[config.mk]
export PLATFORM = sky130hd
export DESIGN_NAME = button_press_classifier_unit
export DESIGN_NICKNAME = d
export VERILOG_FILES = /design/src/sv/bpc_pkg.sv /design/src/sv/bpc_step.sv /design/src/sv/button_press_classifier_unit.sv
export VERILOG_INCLUDE_DIRS = /design/src /design/src/sv
export SDC_FILE = /design/constraint.sdc
export NUM_CORES = 1
export LEC_CHECK = 0
export BUFFER_PORTS_ARGS = -buffer_cell sky130_fd_sc_hd__buf_2
export CAP_MARGIN = 20
export CORE_MARGIN = 3
export CORE_UTILIZATION = 48
export DETAILED_ROUTE_END_ITERATION = 8
export PLACE_DENSITY = 0.65
export SLEW_MARGIN = 5
export SYNTH_ARGS = -nofsm -noshare
export SYNTH_HDL_FRONTEND = slang
export SYNTH_SLANG_ARGS = --single-unit
export TNS_END_PERCENT = 50
[constraint.sdc]
create_clock -name clk -period 7.4 [get_ports clk]
set_input_delay 1.48 -clock clk [delete_from_list [all_inputs] [get_ports clk]]
set_output_delay 1.48 -clock clk [all_outputs]
set_load 0.05 [all_outputs]
[src/sv/button_press_classifier_unit_defines.svh]
// ----------------------------------------------------------------------------
// button press classifier assertion macros
// shared property forms for the classifier's concurrent checks
// ----------------------------------------------------------------------------
`ifndef BUTTON_PRESS_CLASSIFIER_UNIT_DEFINES_SVH
`define BUTTON_PRESS_CLASSIFIER_UNIT_DEFINES_SVH

// same-cycle implication, quiet during reset
`define BPC_ASSERT_NOW(label, ante, cons) \
	label: assert property (@(posedge clk) disable iff (!arst_n) (ante) |-> (cons)) \
		else $error("button press classifier check failed");

// next-cycle implication, quiet during reset
`define BPC_ASSERT_NEXT(label, ante, cons) \
	label: assert property (@(posedge clk) disable iff (!arst_n) (ante) |=> (cons)) \
		else $error("button press classifier check failed");

`endif

[src/sv/bpc_pkg.sv]
// ----------------------------------------------------------------------------
// button press classifier package
// payload types, state record, register indexes, event codes and reset defaults
// ----------------------------------------------------------------------------
package bpc_pkg;

	typedef struct packed {
		logic        raw_level;
		logic [31:0] time_ms;
	} bpc_in_t;

	typedef struct packed {
		logic [1:0] event_code;
		logic [3:0] profile_index;
		logic       debounced_level;
	} bpc_out_t;

	typedef struct packed {
		logic [15:0] debounce_time;
		logic [15:0] long_press_time;
		logic [15:0] reset_hold_time;
	} bpc_cfg_t;

	typedef struct packed {
		logic        previous_raw;
		logic        stable_level;
		logic [31:0] last_change_time;
		logic [31:0] press_start_time;
		logic        long_press_done;
		logic        reset_event_done;
		logic [3:0]  current_profile;
	} bpc_state_t;

	localparam logic [1:0] EV_NONE    = 2'd0;
	localparam logic [1:0] EV_TOGGLE  = 2'd1;
	localparam logic [1:0] EV_PROFILE = 2'd2;
	localparam logic [1:0] EV_RESET   = 2'd3;

	localparam logic [1:0] REG_DEBOUNCE   = 2'd0;
	localparam logic [1:0] REG_LONG_PRESS = 2'd1;
	localparam logic [1:0] REG_RESET_HOLD = 2'd2;

	localparam logic [15:0] DEBOUNCE_RST   = 16'd50;
	localparam logic [15:0] LONG_PRESS_RST = 16'd1000;
	localparam logic [15:0] RESET_HOLD_RST = 16'd10000;

endpackage

[src/sv/bpc_step.sv]
// ----------------------------------------------------------------------------
// button press classifier step logic
// debounce, press timing and event decision for one sample
// ----------------------------------------------------------------------------
module bpc_step #(
	parameter int unsigned NUM_PROFILES = 4
) (
	input  bpc_pkg::bpc_state_t st,
	input  bpc_pkg::bpc_cfg_t   cfg,
	input  bpc_pkg::bpc_in_t    smp,
	output bpc_pkg::bpc_state_t st_nxt,
	output bpc_pkg::bpc_out_t   res
);
	import bpc_pkg::*;

	logic [31:0] change_time;
	logic [31:0] steady_ms;
	logic [31:0] held_ms;
	logic [3:0]  profile_inc;
	logic [1:0]  ev;

	assign change_time = (smp.raw_level != st.previous_raw) ? smp.time_ms : st.last_change_time;
	assign steady_ms   = smp.time_ms - change_time;
	assign held_ms     = smp.time_ms - st.press_start_time;
	assign profile_inc = (st.current_profile == 4'(NUM_PROFILES - 1)) ? 4'd0
		: st.current_profile + 4'd1;

	always_comb begin
		st_nxt = st;
		st_nxt.previous_raw = smp.raw_level;
		st_nxt.last_change_time = change_time;
		ev = EV_NONE;
		if (steady_ms < {16'd0, cfg.debounce_time}) begin
			ev = EV_NONE;
		end else if (smp.raw_level != st.stable_level) begin
			st_nxt.stable_level = smp.raw_level;
			if (!smp.raw_level) begin
				st_nxt.press_start_time = smp.time_ms;
				st_nxt.long_press_done = 1'b0;
				st_nxt.reset_event_done = 1'b0;
			end else begin
				ev = st.long_press_done ? EV_NONE : EV_TOGGLE;
			end
		end else if (st.stable_level) begin
			ev = EV_NONE;
		end else if (!st.reset_event_done && held_ms >= {16'd0, cfg.reset_hold_time}) begin
			// factory reset wins over profile advance in the same step
			st_nxt.reset_event_done = 1'b1;
			ev = EV_RESET;
		end else if (!st.long_press_done && held_ms >= {16'd0, cfg.long_press_time}) begin
			st_nxt.long_press_done = 1'b1;
			st_nxt.current_profile = profile_inc;
			ev = EV_PROFILE;
		end
	end

	assign res.event_code      = ev;
	assign res.profile_index   = st_nxt.current_profile;
	assign res.debounced_level = st_nxt.stable_level;

endmodule

[src/sv/button_press_classifier_unit.sv]
// ----------------------------------------------------------------------------
// button press classifier
// debounced short/long press and hold detector for one active-low button
// ----------------------------------------------------------------------------
// channel   handshake              payload
// sample    sample_valid/_stall    sample_data  (raw_level, time_ms)
// result    result_valid/_stall    result_data  (event_code, profile_index,
//                                                debounced_level)
// cfg       cfg_valid/cfg_ready    cfg_index, cfg_data (16 bit)
//
// one sample per clock while sample_stall is low; a sample is registered,
// evaluated and its result is registered in the result stage
// every sample gives exactly one result
// a stalled result holds; the input register keeps taking samples until it
// is also full, then sample_stall follows result_stall
// reset restores the default thresholds, released level and profile zero
// ----------------------------------------------------------------------------
`include "button_press_classifier_unit_defines.svh"

module button_press_classifier_unit #(
	parameter int unsigned NUM_PROFILES = 4
) (
	input  logic               clk,
	input  logic               arst_n,
	input  logic               sample_valid,
	output logic               sample_stall,
	input  bpc_pkg::bpc_in_t   sample_data,
	output logic               result_valid,
	input  logic               result_stall,
	output bpc_pkg::bpc_out_t  result_data,
	input  logic               cfg_valid,
	output logic               cfg_ready,
	input  logic [1:0]         cfg_index,
	input  logic [15:0]        cfg_data
);
	import bpc_pkg::*;

	bpc_cfg_t   cfg_q;
	bpc_state_t st_q;
	bpc_state_t st_nxt;
	bpc_in_t    smp_s1;
	logic       valid_s1;
	bpc_out_t   res_s2;
	bpc_out_t   res_nxt;
	logic       valid_s2;
	logic       advance;

	assign advance      = !valid_s2 || !result_stall;
	assign sample_stall = valid_s1 && !advance;
	assign cfg_ready    = 1'b1;
	assign result_valid = valid_s2;
	assign result_data  = res_s2;

	always_ff @(posedge clk or negedge arst_n) begin
		if (!arst_n) begin
			cfg_q.debounce_time   <= DEBOUNCE_RST;
			cfg_q.long_press_time <= LONG_PRESS_RST;
			cfg_q.reset_hold_time <= RESET_HOLD_RST;
		end else if (cfg_valid && cfg_ready) begin
			case (cfg_index)
				REG_DEBOUNCE:   cfg_q.debounce_time <= cfg_data;
				REG_LONG_PRESS: cfg_q.long_press_time <= cfg_data;
				REG_RESET_HOLD: cfg_q.reset_hold_time <= cfg_data;
				default: ;
			endcase
		end
	end

	bpc_step #(
		.NUM_PROFILES(NUM_PROFILES)
	) u_step (
		.st     (st_q),
		.cfg    (cfg_q),
		.smp    (smp_s1),
		.st_nxt (st_nxt),
		.res    (res_nxt)
	);

	always_ff @(posedge clk or negedge arst_n) begin
		if (!arst_n) begin
			valid_s1 <= 1'b0;
		end else if (!sample_stall) begin
			valid_s1 <= sample_valid;
		end
	end

	always_ff @(posedge clk) begin
		if (sample_valid && !sample_stall) begin
			smp_s1 <= sample_data;
		end
	end

	// state moves only when the registered sample is handed to the result stage
	always_ff @(posedge clk or negedge arst_n) begin
		if (!arst_n) begin
			st_q.previous_raw     <= 1'b1;
			st_q.stable_level     <= 1'b1;
			st_q.last_change_time <= '0;
			st_q.press_start_time <= '0;
			st_q.long_press_done  <= 1'b0;
			st_q.reset_event_done <= 1'b0;
			st_q.current_profile  <= '0;
		end else if (valid_s1 && advance) begin
			st_q <= st_nxt;
		end
	end

	always_ff @(posedge clk or negedge arst_n) begin
		if (!arst_n) begin
			valid_s2 <= 1'b0;
		end else if (advance) begin
			valid_s2 <= valid_s1;
		end
	end

	always_ff @(posedge clk) begin
		if (valid_s1 && advance) begin
			res_s2 <= res_nxt;
		end
	end

	`BPC_ASSERT_NEXT(a_handoff_gives_result, valid_s1 && advance, valid_s2)
	`BPC_ASSERT_NOW(a_profile_in_range, 1'b1, st_q.current_profile <= 4'(NUM_PROFILES - 1))
	`BPC_ASSERT_NOW(a_reset_while_pressed,
		valid_s2 && res_s2.event_code == EV_RESET, !res_s2.debounced_level)

endmodule
# After elaboration in Yosys (flattened, before gate mapping)

Index checks and enable logic that the tools add are counted.
W data, S select, Z words.

Bits in registers: 162
Output and inout bits: 10
Memory bits (writable): 0
Bits in latches: 0
Bits in read-only memories: 0
Memories kept: 0

Reduce and logical (&&, ||, !) cells: 21
Multipliers: 0
Div/mod/pow operators: 0
Mux-type cells: 20
Equality and inequality tests: 8
$lt $le $gt $ge: 3
Add/subtract/negate cells: 3
Shift-type cells: 0
Bitwise gates (word level): 2

Operator list:

| cell                  | count |
|---|---|
| $ge A32 B16 Y1        | 2 |
| $sub A32 B32 Y32      | 2 |
| $lt A32 B16 Y1        | 1 |
| $mux W32              | 1 |
| $mux W4               | 5 |
| $mux W2               | 7 |
| $logic_not A1 Y1      | 6 |
| $mux W1               | 6 |
| $mux W6               | 1 |
| $reduce_and A2 Y1     | 3 |
| $reduce_and A6 Y1     | 1 |
| $logic_and A1 B1 Y1   | 5 |
| $reduce_and A5 Y1     | 1 |
| $add A4 B1 Y4 const B | 1 |
| $eq A4 B2 Y1 const B  | 1 |
| $ne A2 B1 Y1 const B  | 2 |
| $reduce_and A4 Y1     | 1 |
| $reduce_bool A2 Y1    | 2 |
| $eq A2 B1 Y1 const B  | 1 |
| $eq A2 B2 Y1 const B  | 1 |
| $logic_not A2 Y1      | 1 |
| $ne A1 B1 Y1          | 2 |
| $ne A2 B2 Y1 const B  | 1 |
| $not A1 Y1            | 2 |
| $logic_or A1 B1 Y1    | 1 |

# Depth between registers and ports, before layout

Gate-level depths: netlist of run 1.

Word-level depth: 8
Depth in mapped cells: 26
Mapped depth without buffers: 24

# Cells and area by module

Synthesis of run 1 repeated with hierarchy kept, for this count alone.

Cell total of the unflattened synthesis: 1180
Area, all modules: 11986.5 sq um

Modules (own cells, without submodules):

| module                       | cells an instance | times used | area an instance (sq um) |
|---|---|---|---|
| bpc_step                     | 876               | 1          | 6153.4 |
| button_press_classifier_unit | 304               | 1          | 5833.1 |

# Worst setup path after synthesis of run 1

No wires, ideal clock.

Path kind: register to register
Start: register st_q[71] (netlist bit)
End: register st_q[37] (netlist bit)
Arrival: 5.485 ns
Setup time: 0.125 ns
Stages on the path, launching flop included: 23
Slack: 1.789 ns
Clock period less this slack: 5.611 ns
Cells stage by stage: dfstp_2 > xor2_1 > clkbuf_1 > mux2i_1 > ha_1 > and2b_2 > o2111ai_1 > a21oi_1 > a41oi_1 > o21ai_0 > a21oi_1 > xnor2_1 > ha_1 > o21bai_1 > a2111oi_0 > o2111ai_1 > a2111oi_2 > o2111ai_1 > nor4_2 > nand4b_4 > and4_1 > buf_6 > mux2_4

Longest elaborated chain between the ends: 6

Ends and longest elaborated chain:

| item                        | line                                | RTL |
|---|---|---|
| start, declared             | button_press_classifier_unit.sv:39  | `bpc_state_t st_q;` |
| start signal, assigned      | button_press_classifier_unit.sv:104 | `st_q <= st_nxt;` |
| $ne A1 B1 Y1                | bpc_step.sv:22                      | `assign change_time = (smp.raw_level != st.previous_raw) ? smp.time_ms : st.last_change_time;` |
| $mux W32                    | bpc_step.sv:22                      |  |
| $sub A32 B32 Y32            | bpc_step.sv:23                      | `assign steady_ms = smp.time_ms - change_time;` |
| $lt A32 B16 Y1              | bpc_step.sv:33                      | `if (steady_ms < {16'd0, cfg.debounce_time}) begin` |
| $not A1 Y1 (no line)        | --                                  |  |
| $reduce_and A4 Y1 (no line) | --                                  |  |

Every way passes these cells.
A chain may end at the register's enable or synchronous reset.

# Worst setup path in the final report of run 1

Start: register st_q[71] (netlist bit)
End: register st_q[6] (netlist bit)

The elaborated chain is that of the path after synthesis.

==> results of run 1 <==
[cells by family after synthesis]
group | count (synthesis) | synth area share, %
adders and majority gates | 115 | 12.5
other | 1 | 0.0323
and+or+nand+nor | 287 | 12.8
buffers and inverters | 151 | 5.53
muxes | 109 | 10.3
DFF | 162 | 36.8
AOI/OAI and AO/OA | 321 | 18.2
xor gates and xnor gates | 49 | 3.70
[state kept, by name, summed over array words and instances (netlist names)]
signal,cells
cfg_q,48
result_data,7
result_valid,1
smp_s1,33
st_q,72
valid_s1,1
[worst max-delay path, cell delays in order, from the launching register on]
cell and delay (ns):
dfstp_2 0.59, xor2_4 0.48, mux2i_1 0.36, ha_1 0.28, and2b_2 0.20, o2111ai_1 0.28, a21oi_1 0.17, a41oi_1 0.45
o21ai_0 0.24, a21oi_1 0.21, xnor2_1 0.09, ha_1 0.30, nand4_1 0.17, nor3_1 0.27, o221ai_1 0.23, o2111ai_1 0.18
a2111oi_2 0.06, o2111ai_1 0.11, nor4_2 0.08, nand4b_4 0.15, and4_2 0.70, buf_4 0.41, mux2_4 0.33
[layout make-up]
cell class,count,area share [%]
inverter,104,3.08
tap,319,3.15
timing repair buffer,70,2.90
multi-input combinational,882,52.9
sequential,162,33.7
clock buffer,22,3.66
clock inverter,10,0.602
[worst paths after layout]
kind / start / end / cells past startpoint
max in group asynchronous: arst_n / cfg_q[39] / 2
min in group asynchronous: arst_n / cfg_q[14] / 1
max: st_q[71] / st_q[6] / 22
min: st_q[38] / st_q[38] / 2
max reg2reg: st_q[71] / st_q[6] / 22
min reg2reg: st_q[38] / st_q[38] / 2
[power groups by stage]
| stage | logic, W | clock network (W) | registers [W] |
|---|---|---|---|
| after detailed placement | 0.00250 | 0 | 0.00127 |
| after CTS | 0.00252 | 0.000850 | 0.00126 |
| after global routing | 0.00284 | 0.000892 | 0.00128 |
| after floorplan | 0.00196 | 0 | 0.00126 |
| final | 0.00253 | 0.000831 | 0.00126 |
| after global placement | 0.00246 | 0 | 0.00127 |
[layer usage]
layer | vias to the layer above | share of wire (%) | GRT usage (%)
met4 | 0 | 2.2 | 6.53
met1 | 4338 | 48 | 30.1
li1 | 4422 | - | -
met2 | 163 | 46 | 34.8
met5 | - | 0 | 0
met3 | 40 | 3.5 | 3.95
[through the flow]
step           area [sq um]  instances
2_1_floorplan         11600       1195
3_3_place_gp          12100       1537
3_5_place_dp          12100       1537
4_1_cts               12700       1569
5_1_grt               12700       1569
6_report              12700       1569
[layout by cell type, fill, tap and decap left out, drive strengths merged, types with 7 or more instances in the layout]
cell type	instances
nand2	115
nor2	43
nor3	16
nand2b	15
xnor2	27
nor2b	9
nand3	13
buf	70
a211oi	9
o21bai	8
dfstp	16
ha	113
o21a	13
clkbuf	22
mux2	75
mux2i	34
o21ai	103
inv	107
and2	7
o211ai	16
a21o	21
a21oi	91
o2111ai	8
dfrtp	106
xor2	22
edfxtp	40
and3	8
nand4	23
==> flow_metrics.py, run 1 <==
metrics = {
    "outcome": {
        "status": "complete, no violations",
    },
    "routing": {
        "routedWlPerCell_um": 17.7,
        "drc": 0,
        "num_vias": 8963,
        "viasPerCell": 5.71,
        "final_antenna_net_count": 0,
        "drt_wl_total_mm": 27.8,
        "drtIter0Drc": 561,
        "dr.pass1.iters": 6,
    },
    "clocking": {
        "numCtsBuffers": 17,
        "cts_tree": "done",
        "clk_latency_ns": 0.43,
        "cts_setup_buffers": 0,
        "h-tree-depth": 4,
        "ctsHoldBuffers": 0,
        "post_cts_resized": 0,
        "clk_pin_slew_ns": 0.07,
        "clock_path_buffers": 2,
        "cts_root_buffer": "clkbuf_16",
        "cts.sinks": 162,
    },
    "placed_design": {
        "dp_hpwl_mm": 21.3,
        "post-place-ws_ns": 0.923,
        "portBuffers": 64,
        "place.gp.congestion": 0.929,
    },
    "die": {
        "io_pins": 66,
        "rows": 56,
        "start_util_pct": 49.1,
        "core_area_sq_mm": 0.0236,
        "die_h_um": 161,
        "die_w_um": 161,
        "dieArea_sq_mm": 0.0261,
    },
    "critical_path": {
        "path_class": "reg -> reg",
        "crit_arrival_ns": 6.79,
        "endpoint_kind": "flip-flop",
        "start_kind": "flip-flop",
        "worstPathRequired_ns": 7.71,
        "crit_fanout": 36,
        "rrSetupSlack_ns": 0.92,
    },
    "global_route": {
        "grt_usage_pct": 21.7,
        "grt_pass1_wl_mm": 45.7,
        "grt_pass1_vias": 8890,
        "gr-total-overflow": 0,
        "grt_start_max_net_pins": 63,
        "antenna_found_initial": 0,
    },
    "logic_synthesis": {
        "synth_top_area_share_pct": 22.9,
        "synthesis.nets": 1366,
        "synth-edff-count": 40,
        "ys_seq_elements": 162,
        "yosysWarnings": 0,
        "synth_common_cells": "ha_1 (113), nand2_1 (113), dfrtp_1 (106), inv_1 (103), a21oi_1 (87)",
        "synth.avg_cell_area_sq_um": 9.71,
        "ys_async_sr_fraction_pct": 75.3,
        "yosys_most_used_dff": "dfrtp_1",
        "netlist_top_cells_area": "dfrtp_1 (23%), ha_1 (12%), edfxtp_1 (10%), mux2_2 (6.9%), a21oi_1 (3.8%)",
        "yosys.cell_types.count": 98,
        "synth_cells": 1195,
        "yosysSeqAreaShare_pct": 36.8,
        "syn-cell-area_sq_mm": 0.0116,
        "synth_top_area_cell": "dfrtp_1",
    },
    "job": {
        "max_cap_violations": 0,
    },
    "finish": {
        "diodes": 0,
        "syn2layout_area_growth_pct": 9.33,
        "seqCellArea_sq_mm": 0.00427,
        "fin_util_pct": 53.7,
        "nNetsFinal": 1408,
        "multiInputGateArea_sq_mm": 0.00671,
        "n_fill_cell": 2176,
        "drive_gt1_share_pct": 18.7,
    },
    "power": {
        "clock_power_share_pct": 18.0,
        "p_switching_w": 0.00197,
        "leakagePower_nw": 5.60,
        "ir_drop_mv": 0.157,
        "p_seq_share_pct": 27.2,
        "comb_power_share_pct": 54.8,
        "swShare_pct": 42.6,
        "power_w": 0.00462,
        "internal_power_w": 0.00265,
        "power.density_mw_per_mm2": 364,
    },
    "timing": {
        "setup_tns_ns": 0,
        "tightest_slew_ns": 0.922,
        "timing.final.max_slew_violations": 0,
        "skew_ns": 0.0174,
        "fmax_ghz": 0.154,
        "hold_slack_ns": 0.490,
        "hold_viol": 0,
        "rsz0062_at_grt": "false",
        "relSlewSlack_pct": 37.9,
        "finalCritPeriodShare_pct": 87.6,
        "layout_setup_ws_ns": 0.920,
        "min_period_ns": 6.48,
        "setup_viol": 0,
    },
    "min_path": {
        "worstHoldPathType": "reg -> reg",
    },
}
(Power assumes the default switching activity.)
==> run 2: changes to the inputs <==
==> constraint.sdc (replaced) <==
create_clock -name clk -period 7.4 [get_ports clk]
set_input_delay 0 -clock clk [delete_from_list [all_inputs] [get_ports clk]]
set_output_delay 0 -clock clk [all_outputs]
set_load 0.05 [all_outputs]
==> run 2 against run 1 <==
Against the previous run:
- die area unchanged
- combinational power about the same
- critical path type unchanged
- cell count up 3.4%
- worst setup slack worse by 0.016 ns
- wire length up 2.4%
- global-route usage up 0.51 points
- highest routed layer unchanged
- via count up 2.6%
- critical endpoint unchanged
- non-clock buffer count up 53
- critical path depth unchanged
- hold slack worse by 0.37 ns
- clock-buffer cell count unchanged
- sequential power about the same
==> flow_metrics.py, run 2 (synthesis results as in run 1) <==
metrics = {
    "min_path": {
        "hold_end": "cfg_q[33]",
        "min_path_cells": 5,
        "worstHoldPathType": "in -> reg",
        "worstHoldStart": "cfg_index[1]",
    },
    "timing": {
        "setup_viol": 0,
        "tightest_slew_ns": 0.941,
        "min_period_ns": 6.50,
        "relSlewSlack_pct": 37.3,
        "timing.final.max_slew_violations": 0,
        "finalCritPeriodShare_pct": 87.8,
        "layout_setup_ws_ns": 0.904,
        "fmax_ghz": 0.154,
        "hold_viol": 0,
        "hold_slack_ns": 0.125,
        "skew_ns": 0.0174,
        "setup_tns_ns": 0,
        "rsz0062_at_grt": "false",
    },
    "clocking": {
        "post_cts_resized": 0,
        "cts_root_buffer": "clkbuf_16",
        "clk_pin_slew_ns": 0.07,
        "cts_setup_buffers": 0,
        "cts_tree": "done",
        "clock_path_buffers": 2,
        "clk_latency_ns": 0.43,
        "ctsHoldBuffers": 53,
        "cts.sinks": 162,
        "h-tree-depth": 4,
        "numCtsBuffers": 17,
    },
    "routing": {
        "dr.pass1.iters": 5,
        "num_vias": 9194,
        "drt_wl_total_mm": 28.4,
        "final_antenna_net_count": 0,
        "drtIter0Drc": 558,
        "routedWlPerCell_um": 17.5,
        "drc": 0,
        "viasPerCell": 5.67,
    },
    "placed_design": {
        "portBuffers": 64,
        "dp_hpwl_mm": 21.3,
        "place.gp.congestion": 0.929,
        "post-place-ws_ns": 0.923,
    },
    "global_route": {
        "gr-total-overflow": 0,
        "antenna_found_initial": 0,
        "grt_pass1_wl_mm": 46.8,
        "grt_usage_pct": 22.2,
        "grt_pass1_vias": 9139,
        "grt_start_max_net_pins": 63,
    },
    "finish": {
        "multiInputGateArea_sq_mm": 0.00671,
        "drive_gt1_share_pct": 18.0,
        "syn2layout_area_growth_pct": 13.9,
        "biggestRegsByFlops": "st_q x72, cfg_q x48, smp_s1 x33",
        "diodes": 0,
        "seqCellArea_sq_mm": 0.00427,
        "largest_reg_flops": 72,
        "mostFrequentLayoutCells": "nand2_1 (113), ha_1 (113), dfrtp_1 (106)",
        "nNetsFinal": 1461,
        "n_fill_cell": 2116,
        "top_register": "st_q",
    },
    "die": {
        "io_pins": 66,
        "dieArea_sq_mm": 0.0261,
        "die_h_um": 161,
        "die_w_um": 161,
        "core_area_sq_mm": 0.0236,
        "start_util_pct": 49.1,
        "rows": 56,
    },
    "critical_path": {
        "reg2reg_from": "st_q[71]",
        "start_kind": "flip-flop",
        "crit_top_cell": "o2111ai_1",
        "rrSetupSlack_ns": 0.90,
        "path_cells": "xor2_4 > mux2i_1 > ha_1 > and2b_2 > o2111ai_1 > a21oi_1 > a41oi_1 > o21ai_0 > a21oi_1 > xnor2_1 > ha_1 > nand4_1 > nor3_1 > o221ai_1 > o2111ai_1 > a2111oi_2 > o2111ai_1 > nor4_2 > nand4b_4 > and4_2 > buf_4 > mux2_4",
        "crit_arrival_ns": 6.80,
        "worstPathRequired_ns": 7.71,
        "path_class": "reg -> reg",
        "endpoint_kind": "flip-flop",
        "slowest_stage": "and4_2",
        "reg2reg_to": "st_q[6]",
        "crit_fanout": 36,
        "path_delay_family": "compound AO/OA/AOI/OAI gates",
        "slowest_delay_ns": 0.69,
        "reg2reg_depth": 22,
        "critical_path_buf_inv_count": 1,
    },
    "job": {
        "max_cap_violations": 0,
    },
    "power": {
        "power.density_mw_per_mm2": 351,
        "ir_drop_mv": 0.155,
        "leakagePower_nw": 5.82,
    },
    "outcome": {
        "status": "complete, no violations",
    },
}
run 2: changes by cell type in the layout (fill, tap and decap cells not counted), sizes merged:
cell,before,now
dlygate4sd3,0,53
run 2: worst max-delay path by stage:
stage / from / to / slack (ns) / cells after the start
finish: st_q[71] / st_q[6] / 0.90 / 22
detailed placement: st_q[71] / st_q[6] / 0.92 / 21
floorplan: st_q[71] / st_q[37] / 1.79 / 22
global route: st_q[71] / st_q[6] / 0.42 / 21
CTS: st_q[71] / st_q[6] / 0.90 / 21
global placement: st_q[71] / st_q[6] / 1.06 / 22
run 2: routing by layer:
layer | share of wire (%) | track usage (%)
met5 | 0 | 0
met4 | 2.2 | 6.34
met3 | 3.9 | 4.08
met2 | 46 | 36.2
met1 | 47 | 30.4
run 2: through the flow:
step | utilization [%] | std cells | power, W | cell area (sq um)
floorplan | - | 1195 | 0.00322 | 11600
detailed placement | 51.4 | 1537 | 0.00377 | 12100
global route | 56.0 | 1622 | 0.00504 | 13200
CTS | 56.0 | 1622 | 0.00465 | 13200
global placement | 51.4 | 1537 | 0.00372 | 12100
finish | 56.0 | 1622 | 0.00464 | 13200
run 2: power by group:
group | total [W] | leakage, nW | internal (W) | switching [W]
combinational | 0.00255 | 3.72 | 0.00107 | 0.00148
sequential | 0.00126 | 1.83 | 0.00115 | 0.000108
clock | 0.000832 | 0.266 | 0.000451 | 0.000380
total | 0.00464 | 5.82 | 0.00267 | 0.00197
run 2: worst min-delay path, delay by kind of cell:
kind | cells | cell delay (ns)
AND/OR/NAND/NOR | 2 | 0.14
buffers and inverters | 2 | 0.31
AO/OA/AOI/OAI | 1 | 0.07
run 2: layout make-up:
cell class / instances / share of cell area, %
Clock buffer: 22 / 3.51
Clock inverter: 10 / 0.578
Timing Repair Buffer: 123 / 6.80
Inverter: 104 / 2.95
Tap cell: 319 / 3.02
Multi-Input combinational cell: 882 / 50.8
Sequential cell: 162 / 32.3
==> run 3: changes to the inputs <==
--- a/config.mk
+++ b/config.mk
@@ -9,3 +9,3 @@
 export BUFFER_PORTS_ARGS = -buffer_cell sky130_fd_sc_hd__buf_2
-export CAP_MARGIN = 20
+export CAP_MARGIN = 40
 export CORE_MARGIN = 3
==> constraint.sdc (replaced) <==
create_clock -name clk -period 7.4 [get_ports clk]
set_input_delay 0.37 -clock clk [delete_from_list [all_inputs] [get_ports clk]]
set_output_delay 0.37 -clock clk [all_outputs]
set_load 0.05 [all_outputs]
==> run 3 against run 2 <==
Against the previous run:
- via count fell by 1.5%
- clock power increased by 6.1%
- final area down 3.2%
- non-clock buffer count fell by 49
- hold slack worse by 0.12 ns
- critical path depth down 1
- die area unchanged
- global-route usage shrank 0.74 points
- sequential power barely moved
- power increased by 0.86%
- fmax decreased by 0.86%
- critical path type unchanged
==> flow_metrics.py, run 3 (synthesis results as in run 1) <==
metrics = {
    "outcome": {
        "status": "complete, no violations",
    },
    "timing": {
        "fmax_ghz": 0.153,
        "min_period_ns": 6.55,
        "setup_tns_ns": 0,
        "hold_viol": 0,
        "setup_viol": 0,
        "rsz0062_at_grt": "false",
        "relSlewSlack_pct": 44.8,
        "finalCritPeriodShare_pct": 88.6,
        "timing.final.max_slew_violations": 0,
        "tightest_slew_ns": 0.828,
        "skew_ns": 0.0108,
    },
    "routing": {
        "num_vias": 9053,
        "routedWlPerCell_um": 17.6,
        "dr.pass1.iters": 5,
        "drtIter0Drc": 503,
        "drc": 0,
        "final_antenna_net_count": 0,
        "viasPerCell": 5.76,
        "drt_wl_total_mm": 27.7,
    },
    "placed_design": {
        "portBuffers": 64,
        "place.gp.congestion": 0.929,
        "placed_cells": 1540,
        "dp_hpwl_mm": 21.3,
    },
    "global_route": {
        "antenna_found_initial": 0,
        "grt_pass1_vias": 8756,
        "grt_start_max_net_pins": 63,
        "grt_pass1_wl_mm": 45.1,
        "gr-total-overflow": 0,
        "grt_usage_pct": 21.5,
    },
    "clocking": {
        "cts.sinks": 162,
        "cts_root_buffer": "clkbuf_16",
        "cts_tree": "done",
        "post_cts_resized": 0,
        "cts_setup_buffers": 0,
        "ctsHoldBuffers": 0,
        "numCtsBuffers": 17,
        "clk_latency_ns": 0.43,
        "clock_path_buffers": 2,
        "clk_pin_slew_ns": 0.07,
        "h-tree-depth": 4,
    },
    "die": {
        "die_h_um": 161,
        "core_area_sq_mm": 0.0236,
        "dieArea_sq_mm": 0.0261,
        "die_w_um": 161,
        "io_pins": 66,
        "start_util_pct": 49.1,
        "rows": 56,
    },
    "finish": {
        "top_register": "st_q",
        "largest_reg_flops": 72,
        "diodes": 0,
        "drive_gt1_share_pct": 19.1,
        "nNetsFinal": 1412,
        "stdcell_count": 1573,
        "syn2layout_area_growth_pct": 10.2,
        "biggestRegsByFlops": "st_q x72, cfg_q x48, smp_s1 x33",
        "mostFrequentLayoutCells": "nand2_1 (113), ha_1 (113), dfrtp_1 (106)",
        "n_fill_cell": 2117,
    },
    "critical_path": {
        "rrSetupSlack_ns": 0.85,
        "reg2reg_to": "st_q[6]",
        "endpoint_kind": "flip-flop",
        "path_class": "reg -> reg",
        "reg2reg_from": "st_q[71]",
        "reg2reg_depth": 21,
        "worstPathRequired_ns": 7.71,
        "start_kind": "flip-flop",
        "crit_arrival_ns": 6.86,
        "crit_fanout": 36,
    },
    "power": {
        "ir_drop_mv": 0.170,
        "power.density_mw_per_mm2": 366,
        "leakagePower_nw": 5.65,
    },
    "min_path": {
        "worstHoldPathType": "in -> async",
    },
    "job": {
        "max_cap_violations": 0,
    },
}
## run 3: cell types whose count changed in the layout (fill, tap and decap cells not counted), moves of 2 or more
cell / delta
dlygate4sd3_1: -53
buf_8: +2
clkbuf_1: -2
clkbuf_16: +2
inv_8: +2
## run 3: worst max-delay path by stage
stage / from / to / slack [ns] / cells after the start
2_1_floorplan: st_q[71] / st_q[37] / 1.79 / 22
3_3_place_gp: st_q[71] / st_q[6] / 1.06 / 22
3_5_place_dp: st_q[71] / st_q[6] / 0.95 / 21
4_1_cts: st_q[71] / st_q[6] / 0.90 / 21
5_1_grt: st_q[71] / st_q[6] / 0.47 / 21
6_report: st_q[71] / st_q[6] / 0.85 / 21
## run 3: per-stage QoR
| step | cell area, sq um | hold slack, ns | power [W] | util (%) | setup slack (ns) |
|---|---|---|---|---|---|
| global route | 12800 | 0.0721 | 0.00507 | 54.2 | 0.465 |
| floorplan | 11600 | 0.0744 | 0.00322 | - | 1.79 |
| CTS | 12800 | 0.0636 | 0.00468 | 54.1 | 0.901 |
| finish | 12800 | 0.00676 | 0.00468 | 54.2 | 0.847 |
| global placement | 12100 | 0.470 | 0.00372 | 51.4 | 1.06 |
| detailed placement | 12200 | 0.474 | 0.00377 | 51.7 | 0.946 |
## run 3: cell type report
type	count	area (sq um)	area share, %
flip-flops and latches	162	4270	33.4
well taps	319	399	3.12
clock inverters	11	88.8	0.695
inverters	104	390	3.05
repair buffers	74	430	3.37
clock buffers	21	493	3.86
multi-input cells	882	6710	52.5
## run 3: metal layers
layer | part of all wire, % | GRT usage (%) | up-vias | wire length (um)
met2 | 46 | 34.2 | 200 | 12600
met4 | 2.4 | 6.57 | 0 | 663
li1 | - | - | 4431 | -
met1 | 48 | 30.0 | 4372 | 13400
met3 | 3.9 | 3.69 | 50 | 1090
met5 | 0 | 0 | - | 0
## run 3: where the power goes
group	leakage (nW)	switching [W]	total (W)	internal, W
clock	0.290	0.000396	0.000883	0.000487
sequential	1.83	0.000110	0.00126	0.00115
combinational	3.53	0.00148	0.00254	0.00106
## run 3: worst max-delay path: stages (launching register included)
cell and delay (ns):
dfstp_2 0.59, xor2_4 0.49, mux2i_1 0.36, ha_1 0.27, and2b_2 0.20, o2111ai_1 0.28
a21oi_1 0.17, a41oi_1 0.47, o21ai_0 0.24, xor2_1 0.19, ha_1 0.30, a21oi_1 0.15
o21ai_0 0.15, a222oi_1 0.32, o2111ai_1 0.19, a2111oi_2 0.24, o2111ai_1 0.18, nor4_2 0.26
nand4b_4 0.20, and4_2 0.50, buf_4 0.33, mux2_4 0.32
